### config.mk
export PLATFORM = sky130hd
export DESIGN_NAME = fm_voice_allocator_core
export DESIGN_NICKNAME = d
export VERILOG_FILES = /design/src/rtl/core/fva_pkg.sv /design/src/rtl/core/fva_ram.sv /design/src/rtl/core/fva_ctrl.sv /design/src/rtl/core/fva_dp.sv /design/src/rtl/core/fm_voice_allocator_core.sv
export SDC_FILE = /design/constraint.sdc
export NUM_CORES = 1
export LEC_CHECK = 0
export BUFFER_PORTS_ARGS = -buffer_cell sky130_fd_sc_hd__buf_2
export CORE_ASPECT_RATIO = 0.75
export CORE_UTILIZATION = 41
export CTS_BUF_LIST = sky130_fd_sc_hd__clkbuf_2 sky130_fd_sc_hd__clkbuf_4 sky130_fd_sc_hd__clkbuf_8
export DETAILED_ROUTE_END_ITERATION = 12
export GPL_ROUTABILITY_DRIVEN = 0
export HOLD_SLACK_MARGIN = 0.15
export RECOVER_POWER = 50
export SLEW_MARGIN = 20
export SYNTH_ARGS = -nofsm -noshare
export SYNTH_HDL_FRONTEND = slang
export SYNTH_HIERARCHICAL = 1
export SYNTH_SLANG_ARGS = --single-unit
### constraint.sdc
create_clock -name clk -period 7.6 [get_ports clk]
set_input_delay 0.38 -clock clk [delete_from_list [all_inputs] [get_ports clk]]
set_output_delay 0.38 -clock clk [all_outputs]
set_load 0.03 [all_outputs]
### src/rtl/core/fva_pkg.sv
// Shared constants, types and tables for the FM voice allocator.
// Used by fva_ctrl, fva_dp and fm_voice_allocator_core; no dependencies.
package fva_pkg;

    localparam int VOICES      = 9;
    localparam int SHADOW_REGS = 64;
    localparam int SHADOW_AW   = $clog2(SHADOW_REGS);

    localparam int VOICE_W = 4;
    localparam int ADDR_W  = 6;
    localparam int DATA_W  = 8;
    localparam int FNUM_W  = 9;
    localparam int VOL_W   = 4;
    localparam int KEY_W   = 7;
    localparam int VEL_W   = 7;
    localparam int TABLE_W = 15;

    // chip register bases, one register per voice above each
    localparam logic [ADDR_W-1:0] BASE_FHI = 6'h10;
    localparam logic [ADDR_W-1:0] BASE_KEY = 6'h20;
    localparam logic [ADDR_W-1:0] BASE_VOL = 6'h30;

    localparam logic [ADDR_W-1:0] ADDR_CTRL0 = 6'h00;
    localparam logic [ADDR_W-1:0] ADDR_CTRL1 = 6'h01;

    localparam logic [DATA_W-1:0] KEY_DOWN_BIT     = 8'h10;
    localparam logic [DATA_W-1:0] SETUP_CTRL_VAL   = 8'h20;
    localparam logic [DATA_W-1:0] SETUP_OCTAVE_VAL = 8'h60;
    localparam logic [VOL_W-1:0]  VOL_MAX          = 4'hF;

    typedef enum logic {
        CMD_NOTE_ON  = 1'b0,
        CMD_NOTE_OFF = 1'b1
    } command_t;

    typedef enum logic [1:0] {
        KIND_WRITE     = 2'd0,
        KIND_NO_VOICE  = 2'd1,
        KIND_BAD_VOICE = 2'd2
    } kind_t;

    typedef enum logic [1:0] {
        RD_KEY,
        RD_FHI,
        RD_VOL
    } rd_sel_t;

    typedef enum logic [2:0] {
        OP_NONE,
        OP_FLO,
        OP_FHI,
        OP_VOL,
        OP_KEY_ON,
        OP_KEY_OFF,
        OP_REJECT
    } dp_op_t;

    typedef enum logic [2:0] {
        ST_IDLE,
        ST_READ,
        ST_FLO,
        ST_FHI,
        ST_VOL,
        ST_KEY,
        ST_OFF,
        ST_REJECT
    } state_t;

    typedef struct packed {
        logic    accept;
        logic    rd_en;
        rd_sel_t rd_sel;
        dp_op_t  op;
    } ctrl_cmd_t;

    typedef struct packed {
        logic sel_ok;
        logic is_on;
        logic out_free;
    } dp_status_t;

    // round(2^((key-57)/12) * 288.3584)
    localparam int FNUM_TABLE [128] = '{
        11, 11, 12, 13, 14, 14, 15, 16, 17,
        18, 19, 20, 21, 23, 24, 25, 27, 29, 30, 32, 34,
        36, 38, 40, 43, 45, 48, 51, 54, 57, 61, 64, 68,
        72, 76, 81, 86, 91, 96, 102, 108, 114, 121, 128, 136,
        144, 153, 162, 171, 182, 192, 204, 216, 229, 242, 257, 272,
        288, 306, 324, 343, 363, 385, 408, 432, 458, 485, 514, 544,
        577, 611, 647, 686, 727, 770, 816, 864, 915, 970, 1028, 1089,
        1153, 1222, 1295, 1372, 1453, 1540, 1631, 1728, 1831, 1940, 2055, 2177,
        2307, 2444, 2589, 2743, 2906, 3079, 3262, 3456, 3662, 3880, 4110, 4355,
        4614, 4888, 5179, 5487, 5813, 6159, 6525, 6913, 7324, 7759, 8221, 8710,
        9227, 9776, 10357, 10973, 11626, 12317, 13050, 13826, 14648, 15519, 16441
    };

    // Shadow contents left behind by chip setup.
    function automatic logic [DATA_W-1:0] shadow_reset(input logic [ADDR_W-1:0] addr);
        logic [DATA_W-1:0] val;
        val = '0;
        if (addr == ADDR_CTRL0 || addr == ADDR_CTRL1)
        begin
            val = SETUP_CTRL_VAL;
        end
        else if (addr >= BASE_FHI && {1'b0, addr} < 7'(BASE_FHI) + 7'(VOICES))
        begin
            val = SETUP_OCTAVE_VAL;
        end
        return val;
    endfunction

endpackage

### src/rtl/core/fva_ram.sv
// Generic single-write, single-read RAM with registered read data.
// No dependencies.
module fva_ram #(
    parameter int WIDTH = 8,
    parameter int DEPTH = 64
) (
    input  logic                     clk,
    input  logic                     we,
    input  logic [$clog2(DEPTH)-1:0] waddr,
    input  logic [WIDTH-1:0]         wdata,
    input  logic                     re,
    input  logic [$clog2(DEPTH)-1:0] raddr,
    output logic [WIDTH-1:0]         rdata
);

    logic [WIDTH-1:0] mem_reg [DEPTH];
    logic [WIDTH-1:0] rdata_reg;

    always_ff @(posedge clk)
    begin
        if (we)
        begin
            mem_reg[waddr] <= wdata;
        end
        if (re)
        begin
            rdata_reg <= mem_reg[raddr];
        end
    end

    assign rdata = rdata_reg;

endmodule

### src/rtl/core/fva_ctrl.sv
// Sequencer for the voice allocator: one command at a time, one register write per step.
// Depends on fva_pkg.
module fva_ctrl (
    input  logic                   clk,
    input  logic                   rst_n,
    input  logic                   cmd_valid,
    output logic                   cmd_stall,
    input  fva_pkg::dp_status_t    status,
    output fva_pkg::ctrl_cmd_t     ctrl
);

    fva_pkg::state_t state_reg;
    fva_pkg::state_t state_next;

    always_ff @(posedge clk or negedge rst_n)
    begin
        if (!rst_n)
        begin
            state_reg <= fva_pkg::ST_IDLE;
        end
        else
        begin
            state_reg <= state_next;
        end
    end

    always_comb
    begin
        state_next  = state_reg;
        ctrl.accept = 1'b0;
        ctrl.rd_en  = 1'b0;
        ctrl.rd_sel = fva_pkg::RD_KEY;
        ctrl.op     = fva_pkg::OP_NONE;
        cmd_stall   = 1'b1;
        case (state_reg)
            fva_pkg::ST_IDLE:
            begin
                cmd_stall = 1'b0;
                if (cmd_valid)
                begin
                    ctrl.accept = 1'b1;
                    state_next  = status.sel_ok ? fva_pkg::ST_READ : fva_pkg::ST_REJECT;
                end
            end
            fva_pkg::ST_READ:
            begin
                ctrl.rd_en  = 1'b1;
                ctrl.rd_sel = fva_pkg::RD_KEY;
                state_next  = status.is_on ? fva_pkg::ST_FLO : fva_pkg::ST_OFF;
            end
            fva_pkg::ST_FLO:
            begin
                if (status.out_free)
                begin
                    ctrl.op     = fva_pkg::OP_FLO;
                    ctrl.rd_en  = 1'b1;
                    ctrl.rd_sel = fva_pkg::RD_FHI;
                    state_next  = fva_pkg::ST_FHI;
                end
            end
            fva_pkg::ST_FHI:
            begin
                if (status.out_free)
                begin
                    ctrl.op     = fva_pkg::OP_FHI;
                    ctrl.rd_en  = 1'b1;
                    ctrl.rd_sel = fva_pkg::RD_VOL;
                    state_next  = fva_pkg::ST_VOL;
                end
            end
            fva_pkg::ST_VOL:
            begin
                if (status.out_free)
                begin
                    ctrl.op    = fva_pkg::OP_VOL;
                    state_next = fva_pkg::ST_KEY;
                end
            end
            fva_pkg::ST_KEY:
            begin
                if (status.out_free)
                begin
                    ctrl.op    = fva_pkg::OP_KEY_ON;
                    state_next = fva_pkg::ST_IDLE;
                end
            end
            fva_pkg::ST_OFF:
            begin
                if (status.out_free)
                begin
                    ctrl.op    = fva_pkg::OP_KEY_OFF;
                    state_next = fva_pkg::ST_IDLE;
                end
            end
            fva_pkg::ST_REJECT:
            begin
                if (status.out_free)
                begin
                    ctrl.op    = fva_pkg::OP_REJECT;
                    state_next = fva_pkg::ST_IDLE;
                end
            end
            default:
            begin
                state_next = fva_pkg::ST_IDLE;
            end
        endcase
    end

endmodule

### src/rtl/core/fva_dp.sv
// Datapath: voice search, busy flags, shadow register RAM, read-modify-write and result register.
// Depends on fva_pkg and fva_ram.
module fva_dp (
    input  logic                               clk,
    input  logic                               rst_n,
    input  fva_pkg::ctrl_cmd_t                 ctrl,
    output fva_pkg::dp_status_t                status,
    input  logic                               command,
    input  logic [fva_pkg::KEY_W-1:0]          key,
    input  logic [fva_pkg::VEL_W-1:0]          velocity,
    input  logic [fva_pkg::VOICE_W-1:0]        release_voice,
    output logic                               res_valid,
    input  logic                               res_stall,
    output logic [1:0]                         kind,
    output logic [fva_pkg::ADDR_W-1:0]         reg_address,
    output logic [fva_pkg::DATA_W-1:0]         reg_data,
    output logic [fva_pkg::VOICE_W-1:0]        voice,
    output logic                               last
);

    // voice state
    logic [fva_pkg::VOICES-1:0]    busy_reg;
    logic [fva_pkg::VOICE_W-1:0]   last_voice_reg;

    // current command
    logic                          is_on_reg;
    logic [fva_pkg::VOICE_W-1:0]   voice_reg;
    logic [fva_pkg::FNUM_W-1:0]    fnum_reg;
    logic [fva_pkg::VOL_W-1:0]     vol_reg;

    // shadow access
    logic [fva_pkg::SHADOW_REGS-1:0] valid_reg;
    logic [fva_pkg::ADDR_W-1:0]      rd_addr_reg;
    logic                            rd_shadow_reg;
    logic                            rd_hit_reg;
    logic [fva_pkg::DATA_W-1:0]      key_byte_reg;
    logic [fva_pkg::ADDR_W-1:0]      key_addr_reg;

    // result register
    logic                          res_valid_reg;
    fva_pkg::kind_t                kind_reg;
    logic [fva_pkg::ADDR_W-1:0]    addr_reg;
    logic [fva_pkg::DATA_W-1:0]    data_reg;
    logic [fva_pkg::VOICE_W-1:0]   voice_out_reg;
    logic                          last_reg;

    logic                          found;
    logic [fva_pkg::VOICE_W-1:0]   found_voice;
    logic                          in_range;
    logic                          is_on_in;
    logic [fva_pkg::TABLE_W-1:0]   fnum_full;

    logic [fva_pkg::ADDR_W-1:0]    rd_base;
    logic [fva_pkg::ADDR_W-1:0]    rd_addr;
    logic                          rd_in_shadow;
    logic [fva_pkg::DATA_W-1:0]    ram_rdata;
    logic [fva_pkg::DATA_W-1:0]    cur_byte;
    logic [fva_pkg::DATA_W-1:0]    new_byte;
    logic [fva_pkg::ADDR_W-1:0]    wr_addr;
    logic                          wr_in_shadow;
    logic                          is_write;
    logic                          wr_en;

    // round-robin search from the voice after the last one allocated
    always_comb
    begin
        logic [fva_pkg::VOICE_W:0] cand;
        found       = 1'b0;
        found_voice = '0;
        cand        = '0;
        for (int c = 0; c < fva_pkg::VOICES; c++)
        begin
            cand = 5'(last_voice_reg) + 5'd1 + 5'(c);
            if (cand >= 5'(fva_pkg::VOICES))
            begin
                cand = cand - 5'(fva_pkg::VOICES);
            end
            if (!found && !busy_reg[cand[fva_pkg::VOICE_W-1:0]])
            begin
                found       = 1'b1;
                found_voice = cand[fva_pkg::VOICE_W-1:0];
            end
        end
    end

    assign in_range  = {1'b0, release_voice} < 5'(fva_pkg::VOICES);
    assign is_on_in  = (command == fva_pkg::CMD_NOTE_ON);
    assign fnum_full = fva_pkg::TABLE_W'(fva_pkg::FNUM_TABLE[key]);

    assign status.sel_ok   = is_on_in ? found : in_range;
    assign status.is_on    = is_on_reg;
    assign status.out_free = !res_valid_reg || !res_stall;

    always_ff @(posedge clk or negedge rst_n)
    begin
        if (!rst_n)
        begin
            is_on_reg <= 1'b0;
        end
        else if (ctrl.accept)
        begin
            is_on_reg <= is_on_in;
        end
    end

    always_ff @(posedge clk)
    begin
        if (ctrl.accept)
        begin
            voice_reg <= is_on_in ? found_voice : release_voice;
            fnum_reg  <= fnum_full[fva_pkg::FNUM_W-1:0];
            vol_reg   <= fva_pkg::VOL_MAX - velocity[fva_pkg::VOL_W-1:0];
        end
    end

    // read port address
    always_comb
    begin
        case (ctrl.rd_sel)
            fva_pkg::RD_KEY: rd_base = fva_pkg::BASE_KEY;
            fva_pkg::RD_FHI: rd_base = fva_pkg::BASE_FHI;
            fva_pkg::RD_VOL: rd_base = fva_pkg::BASE_VOL;
            default:         rd_base = fva_pkg::BASE_KEY;
        endcase
    end

    assign rd_addr      = fva_pkg::ADDR_W'(rd_base + {2'b00, voice_reg});
    assign rd_in_shadow = {1'b0, rd_addr} < 7'(fva_pkg::SHADOW_REGS);

    always_ff @(posedge clk)
    begin
        if (ctrl.rd_en)
        begin
            rd_addr_reg   <= rd_addr;
            rd_shadow_reg <= rd_in_shadow;
            rd_hit_reg    <= rd_in_shadow && valid_reg[rd_addr[fva_pkg::SHADOW_AW-1:0]];
        end
    end

    // unwritten entries read as their setup value
    always_comb
    begin
        if (!rd_shadow_reg)
        begin
            cur_byte = '0;
        end
        else if (rd_hit_reg)
        begin
            cur_byte = ram_rdata;
        end
        else
        begin
            cur_byte = fva_pkg::shadow_reset(rd_addr_reg);
        end
    end

    always_comb
    begin
        new_byte = '0;
        wr_addr  = rd_addr_reg;
        is_write = 1'b1;
        case (ctrl.op)
            fva_pkg::OP_FLO:     new_byte = {cur_byte[7:4], fnum_reg[3:0]};
            fva_pkg::OP_FHI:     new_byte = {cur_byte[7:5], fnum_reg[8:4]};
            fva_pkg::OP_VOL:     new_byte = {cur_byte[7:4], vol_reg};
            fva_pkg::OP_KEY_ON:
            begin
                new_byte = key_byte_reg | fva_pkg::KEY_DOWN_BIT;
                wr_addr  = key_addr_reg;
            end
            fva_pkg::OP_KEY_OFF: new_byte = cur_byte & ~fva_pkg::KEY_DOWN_BIT;
            default:             is_write = 1'b0;
        endcase
    end

    assign wr_in_shadow = {1'b0, wr_addr} < 7'(fva_pkg::SHADOW_REGS);
    assign wr_en        = is_write && wr_in_shadow;

    // key-down goes into the byte just written by the low-nibble step
    always_ff @(posedge clk)
    begin
        if (ctrl.op == fva_pkg::OP_FLO)
        begin
            key_byte_reg <= rd_shadow_reg ? new_byte : '0;
            key_addr_reg <= rd_addr_reg;
        end
    end

    always_ff @(posedge clk or negedge rst_n)
    begin
        if (!rst_n)
        begin
            valid_reg <= '0;
        end
        else if (wr_en)
        begin
            valid_reg[wr_addr[fva_pkg::SHADOW_AW-1:0]] <= 1'b1;
        end
    end

    fva_ram #(
        .WIDTH (fva_pkg::DATA_W),
        .DEPTH (fva_pkg::SHADOW_REGS)
    ) u_shadow (
        .clk   (clk),
        .we    (wr_en),
        .waddr (wr_addr[fva_pkg::SHADOW_AW-1:0]),
        .wdata (new_byte),
        .re    (ctrl.rd_en),
        .raddr (rd_addr[fva_pkg::SHADOW_AW-1:0]),
        .rdata (ram_rdata)
    );

    always_ff @(posedge clk or negedge rst_n)
    begin
        if (!rst_n)
        begin
            busy_reg       <= '0;
            last_voice_reg <= '0;
        end
        else if (ctrl.op == fva_pkg::OP_KEY_ON)
        begin
            busy_reg[voice_reg] <= 1'b1;
            last_voice_reg      <= voice_reg;
        end
        else if (ctrl.op == fva_pkg::OP_KEY_OFF)
        begin
            busy_reg[voice_reg] <= 1'b0;
        end
    end

    always_ff @(posedge clk or negedge rst_n)
    begin
        if (!rst_n)
        begin
            res_valid_reg <= 1'b0;
        end
        else if (ctrl.op != fva_pkg::OP_NONE)
        begin
            res_valid_reg <= 1'b1;
        end
        else if (!res_stall)
        begin
            res_valid_reg <= 1'b0;
        end
    end

    always_ff @(posedge clk)
    begin
        if (ctrl.op == fva_pkg::OP_REJECT)
        begin
            kind_reg      <= is_on_reg ? fva_pkg::KIND_NO_VOICE : fva_pkg::KIND_BAD_VOICE;
            addr_reg      <= '0;
            data_reg      <= '0;
            voice_out_reg <= is_on_reg ? '0 : voice_reg;
            last_reg      <= 1'b1;
        end
        else if (ctrl.op != fva_pkg::OP_NONE)
        begin
            kind_reg      <= fva_pkg::KIND_WRITE;
            addr_reg      <= wr_addr;
            data_reg      <= new_byte;
            voice_out_reg <= voice_reg;
            last_reg      <= (ctrl.op == fva_pkg::OP_KEY_ON) || (ctrl.op == fva_pkg::OP_KEY_OFF);
        end
    end

    assign res_valid   = res_valid_reg;
    assign kind        = kind_reg;
    assign reg_address = addr_reg;
    assign reg_data    = data_reg;
    assign voice       = voice_out_reg;
    assign last        = last_reg;

endmodule

### src/rtl/core/fm_voice_allocator_core.sv
// Round-robin voice allocator for a 9-voice FM synth chip: top level.
// Depends on fva_pkg, fva_ctrl, fva_dp (which holds fva_ram).
//
// Takes one note-on/note-off transaction at a time and turns it into chip
// register write transactions. Up to its last result, a note-on passes
// search and capture, one shadow RAM read, then four read-modify-write
// steps, one per cycle unless the result channel stalls, each paced by the
// RAM's single read and single write port; a note-off passes capture, the
// read and one write step, and a rejected command (no free voice, voice out
// of range) capture and one rejection step. The next command is taken in
// the cycle after the last result is loaded, even while that result still
// waits in the output register. A stall on the result channel holds the
// sequencer step by step. The shadow RAM needs no clearing pass after
// reset: per-entry valid bits make untouched entries read as the values the
// chip setup leaves behind, so commands are taken right out of reset.
module fm_voice_allocator_core (
    input  logic                         clk,
    input  logic                         rst_n,
    // command channel
    input  logic                         cmd_valid,
    output logic                         cmd_stall,
    input  logic                         command,
    input  logic [fva_pkg::KEY_W-1:0]    key,
    input  logic [fva_pkg::VEL_W-1:0]    velocity,
    input  logic [fva_pkg::VOICE_W-1:0]  release_voice,
    // result channel
    output logic                         res_valid,
    input  logic                         res_stall,
    output logic [1:0]                   kind,
    output logic [fva_pkg::ADDR_W-1:0]   reg_address,
    output logic [fva_pkg::DATA_W-1:0]   reg_data,
    output logic [fva_pkg::VOICE_W-1:0]  voice,
    output logic                         last
);

    fva_pkg::ctrl_cmd_t  ctrl;
    fva_pkg::dp_status_t status;

    // sequencer: one state per emitted register write
    fva_ctrl u_ctrl (
        .clk       (clk),
        .rst_n     (rst_n),
        .cmd_valid (cmd_valid),
        .cmd_stall (cmd_stall),
        .status    (status),
        .ctrl      (ctrl)
    );

    // search, shadow registers, result register
    fva_dp u_dp (
        .clk           (clk),
        .rst_n         (rst_n),
        .ctrl          (ctrl),
        .status        (status),
        .command       (command),
        .key           (key),
        .velocity      (velocity),
        .release_voice (release_voice),
        .res_valid     (res_valid),
        .res_stall     (res_stall),
        .kind          (kind),
        .reg_address   (reg_address),
        .reg_data      (reg_data),
        .voice         (voice),
        .last          (last)
    );

    // the block is busy in the cycle after a command is accepted
    a_accept_busy: assert property (@(posedge clk) disable iff (!rst_n)
        (cmd_valid && !cmd_stall) |=> cmd_stall)
        else $error("command accepted back to back");

    // a non-final result means the command is still in progress
    a_more_follows: assert property (@(posedge clk) disable iff (!rst_n)
        (res_valid && !res_stall && !last) |-> cmd_stall)
        else $error("command released before its last result");

    // rejections are always single, final results
    a_reject_last: assert property (@(posedge clk) disable iff (!rst_n)
        (res_valid && kind != fva_pkg::KIND_WRITE) |-> last)
        else $error("rejection not marked last");

    // register writes only target per-voice registers
    a_write_addr: assert property (@(posedge clk) disable iff (!rst_n)
        (res_valid && kind == fva_pkg::KIND_WRITE) |-> (reg_address >= fva_pkg::BASE_FHI))
        else $error("register write to non-voice address");

endmodule
==> results <==
- The number of violations reported at the end of detailed-routing iteration 0 is 2340.
- For the worst-skew pair, the clock arrives at the later sink with an insertion delay of 0.70 ns.
- The TritonCTS clock tree is yes.
- The total number of vias is 21480.
- Measured along the x axis, the die boundary spans 325.0 um.
- The required arrival time at the worst endpoint is 7.64 ns.
- The path class of the tightest hold or removal check is in -> reg.
- The total overflow left after global routing is 0.
- The number of register bits inferred by synthesis is 660.
- The worst-case IR drop observed on VDD is 0.0003058 V.
- Of the cells placed in the final design, the portion with a size suffix greater than 1 is 0.1742.
- In this run the core area contains 88 standard-cell rows.
- The residual DRC count is 0.
- The summed instance area of the synthesized netlist is 32070 um^2.
- The number of H-tree levels is 3.
- After synthesis, the netlist uses 100 different library cells.
- The average instance in the mapped netlist occupies 13.64 um^2.
- The root buffer selected by CTS is sky130_fd_sc_hd__clkbuf_8.
- The worst setup path is captured at a flop.
- On the final layout, the worst clock skew is 0.03454 ns.
- In this run the tool buffered the top-level ports with 42 buffer cells.
- The synthesized instance count is 2351.
- Wires add up to 85090 um.
- The cell occurring most often along the worst timing path is sky130_fd_sc_hd__clkbuf_1.
- The post-cts sizing count is 0.
- The total number of yosys warnings is 6.
- The largest net degree at the start of global routing is 110.
- The kind of cell adding the most delay to the critical path is buffers and inverters.
- The final reports fail on capacitance limit, slew limit.
- In the layout the commonest cells are sky130_fd_sc_hd__edfxtp_1, sky130_fd_sc_hd__nor2_1, sky130_fd_sc_hd__nand2_1.
- The maximum net fanout on the critical path is 66.
- Hold is met by 0.2786 ns.
- The net count reported at finish is 2452.
- The final setup violation count is 0.
- The leakage power total is 12.38 nW.
- The repair_antennas step left the layout with diodes totalling 0.
- The number of enable flip-flop cells after synthesis is 563.
- Setup repair after global routing left no endpoint under its margin.
- Leaving out filler cells and counting taps, the final layout contains 3520.
- The signal on the critical path passes through clkinvlp_2, or3_2, a21boi_0, clkbuf_1, nor2b_1, a221oi_1, a21oi_4, clkbuf_1.
- The area added between synthesis and finish is 10.51%.
- For this design the top-level I/O count stands at 46.
- The first-pass iteration count of the detailed router is 6.
- The deepest clock path buffer count is 3.
- The wire-length estimate of the detail-placed layout is 53060 um.
- The largest area contributor in the synthesized netlist is sky130_fd_sc_hd__edfxtp_1.
- The number of clock sinks is 660.
- The first global-routing pass estimated 128700 um of wire.
- Counting tap cells, the placed design contains a total of 3307 instances.
- The die area is 79360 um^2.
- The critical path contains buffers and inverters numbering 3 combined.
- The most frequent standard cell in the layout excluding fill and tap cells is sky130_fd_sc_hd__edfxtp_1.
- Clock-pin slew was measured on the worst setup and hold paths at 0.07 ns.
- For this design the ratio of total power to cell area is 485.2 nW/um^2.
- The largest incremental delay on the critical path is 2.16 ns.
- The number of global-route vias before repair is 20560.
- The number of pins with negative max-slew slack in the final report is 808.
- The slack of the worst reg-to-reg path is 1.12 ns.
- Dividing the detail-routed via count by the number of cells gives 6.102.
- Setup total negative slack on the finished layout was measured at 0 ns.
- The critical path startpoint category is a flop.
- The final hold violation count is 0.
- The register with the most flip-flops in the layout has 512 of them.
- The run finished, with violations left.
- The number of max-capacitance violations reported is 16.
- The part of the cycle the worst path needs is 0.8527.
- By area the synthesized netlist is led by sky130_fd_sc_hd__edfxtp_1, sky130_fd_sc_hd__mux4_2, sky130_fd_sc_hd__dfrtp_1.
- The top achievable clock speed is 154.3 MHz.
- The share of synthesized area in the top cell type comes to 0.5271.
- The detail route stage leaves a number of antenna-violating nets equal to 0.
- The area of all sequential standard cells is 19260 um^2.
- The fraction of synthesis flops using an asynchronous set or reset pin is 0.1242.
- The minimum clock period after layout is 6.481 ns.
- The effective utilization at floorplan is 0.4155.
- The per-cell routed wire length is 24.17 um.
- The initial antenna violation count is 0.
- The overall fraction of global-route tracks in use is 0.2114.
- The sequential share of the synthesized area is 0.6005.
- The arrival time at the worst endpoint is 6.52 ns.
- The start-to-end type of the worst setup path is reg -> reg.
- The largest individual stage delay along the critical path comes from the cell sky130_fd_sc_hd__clkbuf_1.
- In this run the standard cell core region covers 77180 um^2.
- The total area of multi-input combinational cells is 11960 um^2.
- The number of nets handed over by synthesis was 2408.
- The worst-margin pin slew is 4.575 ns.
- The floorplan step set the die height to 244.2 um.
- The TritonCTS buffer count is 108.
- The relative max-transition margin is -2.050.
- The dominant synthesized flop cell is sky130_fd_sc_hd__edfxtp_1.
- The filler cells instantiated in the layout total 6764.
area by class of cell:
cell class,instances,area share
multi-input combinational,1487,0.3374
clock inverter,54,0.01116
sequential,660,0.5434
timing repair buffer,94,0.01613
tap,1035,0.03654
clock buffer,146,0.05069
inverter,44,0.004695
cells in the mapped netlist (31+ instances only):
master                     count
sky130_fd_sc_hd__nand3_1      53
sky130_fd_sc_hd__ha_1         34
sky130_fd_sc_hd__a21oi_1      98
sky130_fd_sc_hd__a21o_1       79
sky130_fd_sc_hd__mux4_2      151
sky130_fd_sc_hd__clkbuf_1    101
sky130_fd_sc_hd__o22ai_1      36
sky130_fd_sc_hd__inv_1        41
sky130_fd_sc_hd__nor2_1      207
sky130_fd_sc_hd__nand2_1     162
sky130_fd_sc_hd__mux2i_1      64
sky130_fd_sc_hd__nor3_1       54
sky130_fd_sc_hd__nor2b_1      31
sky130_fd_sc_hd__edfxtp_1    563
sky130_fd_sc_hd__dfrtp_1      82
sky130_fd_sc_hd__o21ai_0     100
metrics by stage:
| step | total power, mW | util | cell area, um^2 | setup slack (ns) |
|---|---|---|---|---|
| global placement | 13.68 | 0.4308 | 33250 | 1.699 |
| global route | 18.03 | 0.4592 | 35440 | 0.5486 |
| floorplan | 11.44 | - | 32070 | 1.700 |
| CTS | 17.06 | 0.4609 | 35580 | 1.415 |
| finish | 17.20 | 0.4592 | 35440 | 1.119 |
| detailed placement | 13.91 | 0.4308 | 33250 | 1.555 |
cells by family after synthesis:
logic type               synth area share
AO/OA/AOI/OAI                      0.1195
XOR/XNOR                          0.01092
adder cells (fa/ha/maj)           0.01326
buffers and inverters             0.02914
flip-flops                         0.6005
multiplexers                       0.1351
AND/OR/NAND/NOR                   0.09156
report_power, final:
group          switching (mW)  internal (mW)  total (mW)  leakage [nW]
logic                    5.73           2.88        8.61          4.86
registers               0.312           5.18        5.49          6.36
clock network            1.39           1.71        3.10          1.16
total                    7.43           9.77        17.2          12.4
layer usage:
| layer | GRT usage | share of wire | up-vias |
|---|---|---|---|
| li1 | - | - | 9364 |
| met1 | 0.3228 | 0.46 | 10930 |
| met2 | 0.3079 | 0.43 | 1032 |
| met3 | 0.03885 | 0.084 | 151 |
| met4 | 0.05674 | 0.021 | 0 |
| met5 | 0 | 0 | - |
what timing repair did:
item	in CTS	in global routing
hold endpoints to repair	94	0
setup buffers	0	0
hold buffers	13	0
worst paths after layout:
path	from	end	cells past startpoint
worst max-delay path	u_ctrl/state_reg[2]$_DFFE_PN0P_	u_dp/u_shadow/mem_reg[38][3]$_DFFE_PP_	8
worst min-delay path	key[6]	u_dp/fnum_reg[6]$_DFFE_PP_	2
worst max register to register	u_ctrl/state_reg[2]$_DFFE_PN0P_	u_dp/u_shadow/mem_reg[38][3]$_DFFE_PP_	8
worst min register to register	u_dp/valid_reg[9]$_DFFE_PN0P_	u_dp/valid_reg[9]$_DFFE_PN0P_	1
max in group asynchronous	rst_n	u_dp/last_voice_reg[0]$_DFFE_PN0P_	2
min in group asynchronous	rst_n	u_dp/last_voice_reg[0]$_DFFE_PN0P_	2
Power figures use the tool's default switching activity.
